### config.mk
export PLATFORM = sky130hd
export DESIGN_NAME = rmt_cell
export DESIGN_NICKNAME = d
export VERILOG_FILES = /design/src/hdl/rmt_pkg.sv /design/src/hdl/rmt_cell.sv
export SDC_FILE = /design/constraint.sdc
export NUM_CORES = 1
export LEC_CHECK = 0
export ABC_AREA = 0
export BUFFER_PORTS_ARGS = -buffer_cell sky130_fd_sc_hd__buf_2
export CORE_MARGIN = 4
export CORE_UTILIZATION = 50
export DETAILED_ROUTE_END_ITERATION = 6
export HOLD_SLACK_MARGIN = 0.05
export PLACE_DENSITY = 0.95
export SLEW_MARGIN = 10
export SYNTH_ARGS = -nofsm -noshare
export SYNTH_HDL_FRONTEND = slang
export SYNTH_SLANG_ARGS = --single-unit
### constraint.sdc
create_clock -name clk -period 6.4 [get_ports clk]
set_clock_uncertainty 0.05 [all_clocks]
set_input_delay 0.32 -clock clk [delete_from_list [all_inputs] [get_ports clk]]
set_output_delay 0.32 -clock clk [all_outputs]
set_load 0.03 [all_outputs]
### src/hdl/rmt_pkg.sv
// ----------------------------------------------------------------------------
// rmt_pkg
// Shared constants and types for the running median tracker: store size,
// sample widths, the link passed between neighboring cells and the insert
// controls broadcast along the chain.
// ----------------------------------------------------------------------------
package rmt_pkg;

  localparam int CAPACITY    = 1024;
  localparam int SAMPLE_BITS = 32;
  localparam int MED_BITS    = SAMPLE_BITS + 1;
  localparam int CNT_BITS    = $clog2(CAPACITY + 1);

  // Cells per reduction group and number of groups (last group padded if short)
  localparam int GROUP  = 32;
  localparam int NGROUP = (CAPACITY + GROUP - 1) / GROUP;

  // What one cell shows its right-hand neighbor and the median taps
  typedef struct packed {
    logic [SAMPLE_BITS-1:0] val;  // held sample
    logic                   vld;  // cell holds a kept sample
    logic                   gt;   // held sample is greater than the new one
    logic                   lo;   // lower middle position
    logic                   hi;   // upper middle position
  } link_t;

  // Insert controls, common to all cells
  typedef struct packed {
    logic ins;     // keep the incoming sample
    logic lo_adv;  // move lower middle mark one cell right
    logic hi_adv;  // move upper middle mark one cell right
  } ctl_t;

endpackage

### src/hdl/rmt_cell.sv
// ----------------------------------------------------------------------------
// rmt_cell
// One position of the sorted insertion chain. On an insert, a cell whose
// sample is greater than the new one takes its left neighbor's sample (or the
// new sample if the neighbor is not greater); the first empty cell is filled
// the same way. The middle marks shift right on their own advance strobes.
// ----------------------------------------------------------------------------
module rmt_cell (
  input  logic                           clk,
  input  logic                           rst,
  input  rmt_pkg::ctl_t                  ctl,
  input  logic [rmt_pkg::SAMPLE_BITS-1:0] sample,
  input  rmt_pkg::link_t                 left,
  output rmt_pkg::link_t                 right
);
  import rmt_pkg::*;

  logic [SAMPLE_BITS-1:0] val;
  logic                   vld;
  logic                   lo;
  logic                   hi;
  logic                   gt;
  logic                   take;

  // Compare against the broadcast sample and decide whether to load
  assign gt   = vld && ($signed(val) > $signed(sample));
  assign take = gt || (!vld && left.vld);

  // Load shifted or new sample
  always_ff @(posedge clk) begin
    if (ctl.ins && take) begin
      val <= left.gt ? left.val : sample;
    end
  end

  // Occupancy and middle marks
  always_ff @(posedge clk) begin
    if (rst) begin
      vld <= 1'b0;
      lo  <= 1'b0;
      hi  <= 1'b0;
    end else begin
      if (ctl.ins && take) begin
        vld <= 1'b1;
      end
      if (ctl.lo_adv) begin
        lo <= left.lo;
      end
      if (ctl.hi_adv) begin
        hi <= left.hi;
      end
    end
  end

  assign right = '{val: val, vld: vld, gt: gt, lo: lo, hi: hi};

endmodule

==> impl_summary.md <==
Place
During placement, the flow inserted port buffers numbering 108. The setup slack at placement is 3.08 ns. The final RePlAce weighted congestion is 0.753.

The post-detailed-placement cell area is 2790 sq um. The detailed placer's ending HPWL is 4.57 mm. In this run, placement finished with an instance count of 385.

STA
For the pin with the worst max-slew slack, the measured transition is 0.919 ns. Setup violations remaining at the end of the flow were counted as 0. The routed design could run at a clock period as short as 3.30 ns. Once routing completed, OpenROAD measured the worst setup slack at 3.10 ns. In this run the tightest slew margin relative to its limit is 38.7%.

The upper clock frequency limit is 303 MHz. The number of max-slew violations in the final report is 0. Adding up every negative setup slack in the final design gives 0 ns.

The share of the cycle needed by the critical path after routing is 51.5%. The final hold violation count is 0. Setup repair after global routing left no endpoint under its margin. The worst hold slack is 0.168 ns.

CTS
In this run, CTS created clock tree buffers numbering 5. The clock drives 35 sinks. The clock tree from TritonCTS is done.

The maximum clock insertion buffer count is 2. The number of gates resized after CTS is 0. The number of hold-repair buffers added at the cts stage is 0. The number of H-tree levels is 2. The clock latency of the later-clocked register in the worst-skew pair is 0.28 ns. The clock slew at the register clock pins of the worst setup and hold paths is 0.07 ns. The tree is rooted in a clkbuf_8. The buffers inserted during post-CTS setup optimization is 0.

Synth
The synthesized cell area is 2230 sq um. By area the synthesized netlist is led by edfxtp_1 (43%), ha_1 (18%), o21ai_0 (8.1%). The area fraction of the dominant cell type after synthesis is 43.1%. The dominant synthesized flop cell is edfxtp_1. edfxtp_1 takes more of the synthesized area than any other cell.

nand2_1 is the most common cell in the netlist. The count of mapped cells out of synthesis is 235. During synthesis, Yosys emitted a total of 0 warnings.

The average cell area after synthesis is 9.48 sq um. The async set-reset flop share out of synthesis is 0%. The register area share after synthesis is 45.8%. After synthesis the netlist holds a flip-flop and latch count of 35. The commonest cells after synthesis are nand2_1 (41), o21ai_0 (36), inv_1 (34). The count of unique library cells instantiated by Yosys is 25.

In this run, synthesis inferred 32 flip-flops with an integrated enable. When the netlist entered floorplanning its net count stood at 340.

Job
The tool flagged a number of max-cap violations equal to 0.

Power
The relative contribution of sequential cells to total power is 48.2%. In this run the static leakage power is 1.47 nW. The relative contribution of combinational cells to total power is 26.0%.

The maximum ir drop on the vdd rail is 142 uV. The power per standard cell area is 203 nW/um^2. In this run the power spent charging and discharging nets is 176 uW. The internal power consumption is 405 uW. The proportion of power drawn by the clock network is 25.8%. Of the total power, the share spent switching nets is 30.3%.

The sum of internal, switching and leakage power is 581 uW.

Floorplanning
Row generation in the floorplan step produced 24 rows. The number of ports placed on the die boundary is 109. The core outline area is 4320 sq um.

The area enclosed by the die boundary is 5590 sq um. The die boundary height is 74.8 um. The chip width is 74.8 um. The effective utilization at floorplan is 51.5%.

Hold path
The worst hold path belongs to the class input port to flip-flop.

Setup path
The critical path endpoint category is a flip-flop. Data on the critical path arrives at its endpoint at 3.21 ns. The critical setup path kind is flip-flop to flip-flop.

The critical path goes through ha_1, nand4_1, or4_1, o211ai_1, a21oi_1, xor2_1, a41o_1, buf_4. The family with the most delay on the worst path is compound AO/OA/AOI/OAI gates. Along the worst path, the maximum fanout reaches 17.

STA classifies the critical path startpoint as a flip-flop. The count of buffer and inverter cells on the critical path is 1. For this design, the slowest cell found on the critical path is a41o_1.

The maximum cell stage delay along the critical path is 0.67 ns. STA puts the critical path data required time at 6.32 ns.

Finish
The finished layout cell area is 2870 sq um. Excluding fillers, the count of instances in the completed layout stands at 393. The number of antenna cells inserted is 0.

In the final layout, the share of cells above drive strength 1 is 33.7%. The number of filler cells placed in the layout is 357. The share of the core filled with cells in the final layout is 66.3%. The final layout contains 445 nets. The area growth from synthesis to layout is 28.6%.

Global route
The via count of the first global-routing pass is 1914. The number of antenna violations at the first check in global routing is 0. The first global-routing pass estimated 8.40 mm of wire. Entering global routing, the biggest net connects 64 pins. After global routing the overflow that remains totals 0. The total global routing track utilization is 19.8%.

Route
The final routed DRC violation total is 0. The final route contains 2018 vias. In the routed layout, each cell is associated on average with a via count of 5.13. The average wire per standard cell is 14.2 um.

For this block, the initial DRC count from the detailed router was 128. The first detailed-routing pass took 4 iterations. The detail route stage leaves a number of antenna-violating nets equal to 0. The final wirelength is 5.56 mm.

Outcome
The flow ran to the end, and the final reports show no timing, DRC or antenna violations.
path summary, 6_finish.rpt:
| kind | from | end | slack, ns | cells after the start |
|---|---|---|---|---|
| min reg2reg | hi | hi | 0.47 | 2 |
| min | rst | hi | 0.17 | 2 |
| max | val[14] | val[3] | 3.10 | 8 |
| max reg2reg | val[14] | val[3] | 3.10 | 8 |
cell usage in the layout, fill, tap and decap left out, types with 2 or more instances in the layout:
cell type,instances
a21o_1,2
dfxtp_1,3
nand4_1,6
a221oi_1,3
o21ai_0,36
nor2_1,5
nand2_1,41
ha_1,32
edfxtp_1,32
mux2i_1,2
or4_1,3
inv_1,34
a21oi_1,14
nand3_1,2
buf_2,108
clkbuf_8,5
clkbuf_1,3
state kept, by name, summed over array words and instances (netlist names):
name / flops
vld: 1
hi: 1
val: 32
lo: 1
area by class of cell:
| cell class | instances | area [sq um] | share of cell area (%) |
|---|---|---|---|
| Clock buffer | 8 | 80.1 | 2.79 |
| Inverter | 34 | 128 | 4.45 |
| Multi-Input combinational cell | 155 | 1020 | 35.7 |
| Sequential cell | 35 | 1020 | 35.6 |
| Tap cell | 52 | 65.1 | 2.27 |
| Timing Repair Buffer | 109 | 548 | 19.1 |
worst register-to-register path: stages, from the launching register on:
cell      delay (ns)
edfxtp_1        0.41
ha_1            0.33
nand4_1         0.14
or4_1           0.54
o211ai_1        0.18
a21oi_1         0.10
xor2_1          0.18
a41o_1          0.67
buf_4           0.37
layer usage:
metal  vias up  part of all wire [%]  global-route usage, %
li1       1033                     -                      -
met1       922                    40                   23.5
met2        54                    54                   36.2
met3         9                   3.8                   2.40
met4         0                   2.0                   8.30
met5         -                     0                      0
logic make-up after synthesis:
| logic type | share of synthesized area, % |
|---|---|
| xor+xnor | 0.393 |
| compound gates | 14.2 |
| fa+ha+maj | 18.0 |
| buf+inv | 8.25 |
| flops | 45.8 |
| simple gates | 12.0 |
| mux | 1.40 |
power groups by stage:
stage | sequential (mW) | clock (mW) | combinational (mW)
after detailed placement | 0.285 | 0 | 0.151
after CTS | 0.280 | 0.154 | 0.152
after floorplan | 0.311 | 0 | 0.0687
after global placement | 0.284 | 0 | 0.145
after global routing | 0.281 | 0.163 | 0.169
final | 0.280 | 0.150 | 0.151
No activity file was read; power rests on OpenSTA's default activity.
