[src/hdl/rmt_pkg.sv]
// ----------------------------------------------------------------------------
// rmt_pkg
// Shared constants and types for the running median tracker: store size,
// sample widths, the link passed between neighboring cells and the insert
// controls broadcast along the chain.
// ----------------------------------------------------------------------------
package rmt_pkg;

  localparam int CAPACITY    = 1024;
  localparam int SAMPLE_BITS = 32;
  localparam int MED_BITS    = SAMPLE_BITS + 1;
  localparam int CNT_BITS    = $clog2(CAPACITY + 1);

  // Cells per reduction group and number of groups (last group padded if short)
  localparam int GROUP  = 32;
  localparam int NGROUP = (CAPACITY + GROUP - 1) / GROUP;

  // What one cell shows its right-hand neighbor and the median taps
  typedef struct packed {
    logic [SAMPLE_BITS-1:0] val;  // held sample
    logic                   vld;  // cell holds a kept sample
    logic                   gt;   // held sample is greater than the new one
    logic                   lo;   // lower middle position
    logic                   hi;   // upper middle position
  } link_t;

  // Insert controls, common to all cells
  typedef struct packed {
    logic ins;     // keep the incoming sample
    logic lo_adv;  // move lower middle mark one cell right
    logic hi_adv;  // move upper middle mark one cell right
  } ctl_t;

endpackage

[src/hdl/rmt_tap_reduce.sv]
// ----------------------------------------------------------------------------
// rmt_tap_reduce
// Picks the marked samples out of one group of cells. Each middle mark is
// one-hot over the chain, so an AND-OR over the group gives the marked value
// or zero; the result is registered.
// ----------------------------------------------------------------------------
module rmt_tap_reduce (
  input  logic                            clk,
  input  logic                            adv,
  input  rmt_pkg::link_t                  lnk [rmt_pkg::GROUP],
  output logic [rmt_pkg::SAMPLE_BITS-1:0] lo_val,
  output logic [rmt_pkg::SAMPLE_BITS-1:0] hi_val
);
  import rmt_pkg::*;

  logic [SAMPLE_BITS-1:0] lo_or;
  logic [SAMPLE_BITS-1:0] hi_or;

  // Merge marked samples of the group
  always_comb begin
    lo_or = '0;
    hi_or = '0;
    for (int i = 0; i < GROUP; i++) begin
      lo_or = lo_or | (lnk[i].val & {SAMPLE_BITS{lnk[i].lo}});
      hi_or = hi_or | (lnk[i].val & {SAMPLE_BITS{lnk[i].hi}});
    end
  end

  // Hold while the pipeline is stalled
  always_ff @(posedge clk) begin
    if (adv) begin
      lo_val <= lo_or;
      hi_val <= hi_or;
    end
  end

endmodule

[config.mk]
export PLATFORM = sky130hd
export DESIGN_NAME = rmt_tap_reduce
export DESIGN_NICKNAME = d
export VERILOG_FILES = /design/src/hdl/rmt_pkg.sv /design/src/hdl/rmt_tap_reduce.sv
export SDC_FILE = /design/constraint.sdc
export NUM_CORES = 1
export LEC_CHECK = 0
export BUFFER_PORTS_ARGS = -buffer_cell sky130_fd_sc_hd__buf_2
export CORE_AREA = 2 2 473 475
export CTS_CLUSTER_DIAMETER = 50
export CTS_CLUSTER_SIZE = 14
export DETAILED_ROUTE_END_ITERATION = 12
export DIE_AREA = 0 0 475 477
export PLACE_DENSITY = 0.3
export SYNTH_ARGS = -nofsm -noshare
export SYNTH_HDL_FRONTEND = slang
export SYNTH_SLANG_ARGS = --single-unit
[constraint.sdc]
create_clock -name clk -period 1.76 [get_ports clk]
set_clock_uncertainty 0.15 [all_clocks]
set_input_delay 0.088 -clock clk [delete_from_list [all_inputs] [get_ports clk]]
set_output_delay 0.088 -clock clk [all_outputs]
set_load 0.01 [all_outputs]
==> reports/metrics.sh, run 1 <==
WORST_HOLD_PATH.ENDPOINT='lo_val[28]$_DFFE_PP_'
CRITICAL_PATH.MOST_COMMON_CELL='sky130_fd_sc_hd__buf_12'
WORST-ENDPOINT-ARRIVAL_NS=1.85
WL_PER_CELL_UM=43.8
GRT_SETUP_UNREPAIRED='true'
CRITPATHMAXFANOUT=8
WORST_SETUP_PATH_START_KIND='input port'
EFFECTIVE_UTILIZATION_AT_FLOORPLAN_PCT=5.70
DPL.CELL_COUNT=5985
TIMING.FINAL.MAX_SLEW_VIOLATIONS=0
WORST-SETUP-PATH-TYPE='in -> reg'
LAYOUT-DRIVE-GT1-SHARE_PCT=50.5
FINALSETUPVIOLCOUNT=15
POWERDENSITY_nW_PER_UM2=407
SYNTHTOLAYOUTAREAGROWTH_PCT=137
WORST_HOLD_PATH_TYPE='in -> reg'
DIE_AREA_SQ_UM=227000
CAP_VIOLATIONS=0
CRITPATHREQUIREDTIME_NS=1.77
SLEW_HEADROOM_PCT=48.9
DIEHEIGHT_UM=477
TOTALPOWERFINAL_W=0.0122
YS.WARNINGS.COUNT=0
GRT_FIRST_PASS_WIRELENGTH_UM=338000
SYNTH_SEQ_CELLS=64
HOLD_START='lnk[824]'
CTS_BUFFER_DEPTH=2
CRIT_SLOWEST_CELL='sky130_fd_sc_hd__or4_1'
WIRELENGTH_UM=282000
STATUS='finished, violations left'
FINAL_NETS=4455
ROWS=173
GRT_MAX_DEGREE=27
VIAS=27900
CRITICAL_PATH.ENDPOINT_TYPE='flip-flop'
CTS_TREE='done'
WHS_NS=0.0230
TIMING.CRITICAL_PATH.CELLS='buf_6 > buf_12 > buf_12 > a22oi_2 > nand4_1 > buf_4 > or4_1'
POST_SYNTH_INST_COUNT=1600
NETLIST_AREA_BEFORE_PLACEMENT_SQ_UM=12600
POST_CTS_CLOCK_SLEW_AT_THE_LAUNCH_AND_CAPTURE_REGISTERS_OF_THE_WORST_SETUP_AND_HOLD_PATHS_NS=0.07
SYNTH.NET_COUNT=2754
IRDROPWORSTVDD_mV=0.551
HIGHEST_CLOCK_RATE_MHz=544
NUMBER_OF_PORT_BUFFERS=1153
SETUP_SLACK_NS=-0.0774
ROUTABILITYCONGESTION=0.935
POWER.STATIC_LEAKAGE_nW=12.2
FINAL_COMMON_CELL='sky130_fd_sc_hd__buf_2'
FINAL_MIN_PERIOD_OVER_CLOCK_PERIOD_PCT=104
HOLD_VIOL=0
CORE_SQ_UM=221000
GR-TOTAL-OVERFLOW=0
CRITICAL-PATH-MAX-STAGE-DELAY_NS=0.51
HOLD_CRITICAL_PATH_DEPTH=4
YOSYSUNIQUECELLTYPES=7
CTSROOTBUFFERMASTER='sky130_fd_sc_hd__clkbuf_16'
LEADING_CELL_TYPES_IN_THE_LAYOUT_FILL_AND_TAPS_EXCLUDED='1102 x sky130_fd_sc_hd__buf_2, 983 x sky130_fd_sc_hd__a22oi_1, 373 x sky130_fd_sc_hd__buf_4, 259 x sky130_fd_sc_hd__dlygate4sd3_1, 256 x sky130_fd_sc_hd__nand4_1'
VIOLATIONS='setup timing'
FLOORPLAN.IO_PINS=1218
SYNTH_SEQUENTIAL_AREA_RATIO_PCT=15.2
POST-ROUTE-DRC-COUNT=0
CLOCK_TREE.HTREE_LEVEL_COUNT=3
FINAL_CORE_DENSITY_PCT=13.5
CLKSINKCOUNT=64
DIE_W_UM=475
DRT_ITER0_DRC=3281
HPWLAFTERDP_UM=251000
ANTENNA_FOUND_INITIAL=392
FINALWORSTPATHREQUIREDPERIOD_NS=1.84
GRT_PASS1_VIAS=27000
CTS_BUFFERS=9
WORST-SLEW-PIN-TRANSITION_NS=0.767
SYN_AVG_CELL_AREA_SQ_UM=7.88
VIA_PER_INST=4.34
ALL_LAYER_GLOBAL_ROUTING_USAGE_PCT=23.6
FINAL_CELL_COUNT_NO_FILL=6428
DRT_PRE_ANTENNA_ITERS=6
POSTROUTEANTENNANETS=0
## through the flow
step                cell area, sq um  setup slack [ns]  setup TNS, ns
finish                         29800           -0.0774         -0.482
global route                   29700           -0.0332        -0.0672
CTS                            29100           0.00221              0
detailed placement             25900            -0.691         -28.09
global placement               25900            -0.687         -28.35
floorplan                      12600             0.342              0
## power by group
group / leakage (nW) / internal (W) / switching, W
clock: 0.136 / 0.000959 / 0.00116
sequential: 0.645 / 0.00175 / 0.0000792
combinational: 11.4 / 0.00339 / 0.00481
## routing by layer
metal  GRT usage [%]  share of wire, %  vias to the layer above
li1                -                 -                    11000
met1            28.2                40                    13800
met2            38.3                45                     2265
met3            8.88                10                      655
met4            8.73               4.1                      196
met5               0              0.46                        -
## cell usage after synthesis
library cell / number / area share (%)
sky130_fd_sc_hd__or4_1: 64 / 3.8
sky130_fd_sc_hd__buf_2: 54 / 2.1
sky130_fd_sc_hd__a22oi_1: 1024 / 61
sky130_fd_sc_hd__buf_6: 18 / 1.6
sky130_fd_sc_hd__clkbuf_1: 120 / 3.6
sky130_fd_sc_hd__nand4_1: 256 / 13
sky130_fd_sc_hd__edfxtp_1: 64 / 15
## cell families after synthesis
| kind of cell | after synthesis | share of synthesized area (%) |
|---|---|---|
| simple gates | 320 | 16.5 |
| compound gates | 1024 | 60.9 |
| flops | 64 | 15.2 |
| buf+inv | 192 | 7.32 |
## critical path, delay by kind of cell
| kind | cells | cell delay, ns |
|---|---|---|
| simple gates | 2 | 0.87 |
| buf+inv | 4 | 0.70 |
| compound gates | 1 | 0.16 |
## cell type report
type / count / area, sq um
fillers: 25800 / 192000
repair buffers: 1882 / 13600
multi-input cells: 1344 / 9990
well taps: 2975 / 3720
flip-flops and latches: 64 / 1920
diodes: 147 / 368
clock buffers: 9 / 225
clock inverters: 7 / 48.8
## repair_timing
action,CTS,global route
gates cloned,2,0
endpoints found under the hold margin,62,0
resized for setup,36,83
endpoints found under the setup margin,19,32
hold buffers,273,0
pin swaps,13,41
setup buffers,5,14
## registers in the layout, indices dropped and copies added (netlist names)
name / flops
lo_val: 32
hi_val: 32
## worst max-delay path by stage
stage	from	endpoint	slack (ns)	cells after the start
floorplan	lnk[1044]	hi_val[10]$_DFFE_PP_	0.34	4
global placement	lnk[1009]	lo_val[23]$_DFFE_PP_	-0.69	7
detailed placement	lnk[1009]	lo_val[23]$_DFFE_PP_	-0.69	7
CTS	lnk[973]	lo_val[28]$_DFFE_PP_	0.002	7
global route	lnk[900]	hi_val[26]$_DFFE_PP_	-0.03	7
finish	lnk[900]	hi_val[26]$_DFFE_PP_	-0.08	7
Note: power is estimated with default switching activity, not from simulation.
==> inputs of run 2 (changes only) <==
--- a/config.mk
+++ b/config.mk
@@ -7,7 +7,7 @@
 export LEC_CHECK = 0
 export BUFFER_PORTS_ARGS = -buffer_cell sky130_fd_sc_hd__buf_2
 export CORE_AREA = 2 2 473 475
-export CTS_CLUSTER_DIAMETER = 50
+export CTS_CLUSTER_DIAMETER = 60
 export CTS_CLUSTER_SIZE = 14
 export DETAILED_ROUTE_END_ITERATION = 12
 export DIE_AREA = 0 0 475 477
==> constraint.sdc (replaced) <==
create_clock -name clk -period 2.1 [get_ports clk]
set_clock_uncertainty 0.15 [all_clocks]
set_input_delay 0.105 -clock clk [delete_from_list [all_inputs] [get_ports clk]]
set_output_delay 0.105 -clock clk [all_outputs]
set_load 0.01 [all_outputs]
==> run 2 against run 1 <==
The run still ends with setup timing left; combinational power is 13% lower; critical path depth is 1 lower; worst setup slack improved by 0.022 ns; critical endpoint is now hi_val[15]$_DFFE_PP_; largest cell class unchanged.
==> reports/metrics.sh, run 2 (synthesis gave the netlist of run 1 again) <==
STATUS='finished, violations left'
VIOLATIONS='setup timing'
CAP_VIOLATIONS=0
HIGHEST_CLOCK_RATE_MHz=464
LEADING_CELL_TYPES_IN_THE_LAYOUT_FILL_AND_TAPS_EXCLUDED='1120 x sky130_fd_sc_hd__buf_2, 1007 x sky130_fd_sc_hd__a22oi_1, 448 x sky130_fd_sc_hd__dlygate4sd3_1, 310 x sky130_fd_sc_hd__buf_4, 256 x sky130_fd_sc_hd__nand4_1'
NUMBER_OF_PORT_BUFFERS=1153
WL_PER_CELL_UM=43.5
POST_CTS_CLOCK_SLEW_AT_THE_LAUNCH_AND_CAPTURE_REGISTERS_OF_THE_WORST_SETUP_AND_HOLD_PATHS_NS=0.10
CORE_SQ_UM=221000
SETUP_SLACK_NS=-0.0550
FLOORPLAN.IO_PINS=1218
HPWLAFTERDP_UM=247000
REGS_BY_FF_COUNT='hi_val: 32 flops, lo_val: 32 flops'
CLKSINKCOUNT=64
WIRELENGTH_UM=286000
ROUTABILITYCONGESTION=0.949
POST-ROUTE-DRC-COUNT=0
DRT_ITER0_DRC=3262
TIMING.CRITICAL_PATH.CELLS='dlygate4sd3_1 > buf_2 > a22oi_1 > dlygate4sd3_1 > nand4_1 > or4_1'
POSTROUTEANTENNANETS=0
GRT_PASS1_VIAS=27700
TIMING.FINAL.MAX_SLEW_VIOLATIONS=0
CTS_BUFFERS=9
TOTALPOWERFINAL_W=0.0109
CLOCK_TREE.HTREE_LEVEL_COUNT=3
DPL_CELL_AREA_SQ_UM=25200
CRITPATHREQUIREDTIME_NS=2.18
SETUP_TNS_NS=-0.238
SLEW_HEADROOM_PCT=53.0
HOLD_VIOL=0
GRT_MAX_DEGREE=29
IRDROPWORSTVDD_mV=0.331
ALL_LAYER_GLOBAL_ROUTING_USAGE_PCT=24.1
COMBINATIONALPOWERSHARE_PCT=65.4
FINAL_NETS=4578
FINAL_CELL_AREA_SQ_UM=31100
WORST_SETUP_PATH_START_KIND='input port'
INTERNAL_POWER_W=0.00565
CTS_TREE='done'
CTSROOTBUFFERMASTER='sky130_fd_sc_hd__clkbuf_16'
CRITPATHMAXFANOUT=2
CTS_BUFFER_DEPTH=2
DIEHEIGHT_UM=477
POWERDENSITY_nW_PER_UM2=351
CRIT_SLOWEST_CELL='sky130_fd_sc_hd__dlygate4sd3_1'
PROPORTION_OF_TOTAL_POWER_DUE_TO_NET_SWITCHING_PCT=48.2
WORST_HOLD_PATH_TYPE='in -> reg'
DIE_W_UM=475
VIA_PER_INST=4.35
WORST-ENDPOINT-ARRIVAL_NS=2.24
TIMING.CRITICAL_PATH.BUF_INV=3
CLOCKPOWERSHARE_PCT=20.7
VIAS=28500
ANTENNA_FOUND_INITIAL=383
SWITCHING_POWER_W=0.00525
ROWS=173
LAYOUT-DRIVE-GT1-SHARE_PCT=45.7
DP_WORST_SETUP_SLACK_NS=-0.650
FINALSETUPVIOLCOUNT=12
CRITICAL-PATH-MAX-STAGE-DELAY_NS=0.58
WHS_NS=0.0192
GRT_FIRST_PASS_WIRELENGTH_UM=343000
WORST-SETUP-PATH-TYPE='in -> reg'
POWER.STATIC_LEAKAGE_nW=12.7
SYNTHTOLAYOUTAREAGROWTH_PCT=146
DRT_PRE_ANTENNA_ITERS=7
WORST-SLEW-PIN-TRANSITION_NS=0.706
GR-TOTAL-OVERFLOW=0
CRITICAL_PATH.MOST_COMMON_CELL='sky130_fd_sc_hd__dlygate4sd3_1'
EFFECTIVE_UTILIZATION_AT_FLOORPLAN_PCT=5.70
FINAL_COMMON_CELL='sky130_fd_sc_hd__buf_2'
CRITICAL_PATH.ENDPOINT_TYPE='flip-flop'
CP_TOP_FAMILY='buffers and inverters'
DIE_AREA_SQ_UM=227000
FINAL_MIN_PERIOD_OVER_CLOCK_PERIOD_PCT=103
POWER.SHARE.SEQUENTIAL_PCT=13.9
FINALWORSTPATHREQUIREDPERIOD_NS=2.16
-- run 2: cell type report --
| class | instances | area [sq um] |
|---|---|---|
| diodes | 157 | 393 |
| clock buffers | 9 | 225 |
| clock inverters | 7 | 119 |
| fillers | 25700 | 190000 |
| multi-input cells | 1344 | 9870 |
| flip-flops and latches | 64 | 1920 |
| well taps | 2975 | 3720 |
| repair buffers | 2005 | 14800 |
-- run 2: power by group through the flow --
stage / clock (W) / sequential (W) / combinational, W
floorplan: 0 / 0.00155 / 0.00162
global placement: 0 / 0.00154 / 0.00608
detailed placement: 0 / 0.00154 / 0.00605
CTS: 0.00240 / 0.00152 / 0.00712
global route: 0.00239 / 0.00152 / 0.00737
finish: 0.00226 / 0.00151 / 0.00713
-- run 2: what timing repair did --
action | in CTS | in global routing
buffers inserted | 6 | 0
pin swaps | 3 | 12
gates resized for setup | 10 | 43
endpoints found under the setup margin | 1 | 39
gates cloned | 4 | 0
hold buffers | 499 | 0
endpoints found under the hold margin | 73 | 0
-- run 2: path summary, 6_finish.rpt --
path | from | to | slack [ns] | cells after the start
setup / recovery | lnk[739] | hi_val[15]$_DFFE_PP_ | -0.06 | 6
hold / removal | lnk[970] | lo_val[30]$_DFFE_PP_ | 0.02 | 4
-- run 2: layer usage --
layer | share of wire, % | track usage (%)
met4 | 4.5 | 10.0
met5 | 0.53 | 0
met2 | 46 | 39.0
met3 | 11 | 10.1
met1 | 39 | 27.6
-- run 2: through the flow --
stage,utilization (%),cells
2_1_floorplan,-,1600
3_3_place_gp,11.4,5907
3_5_place_dp,11.4,5907
4_1_cts,13.9,6432
5_1_grt,13.9,6474
6_report,14.0,6561
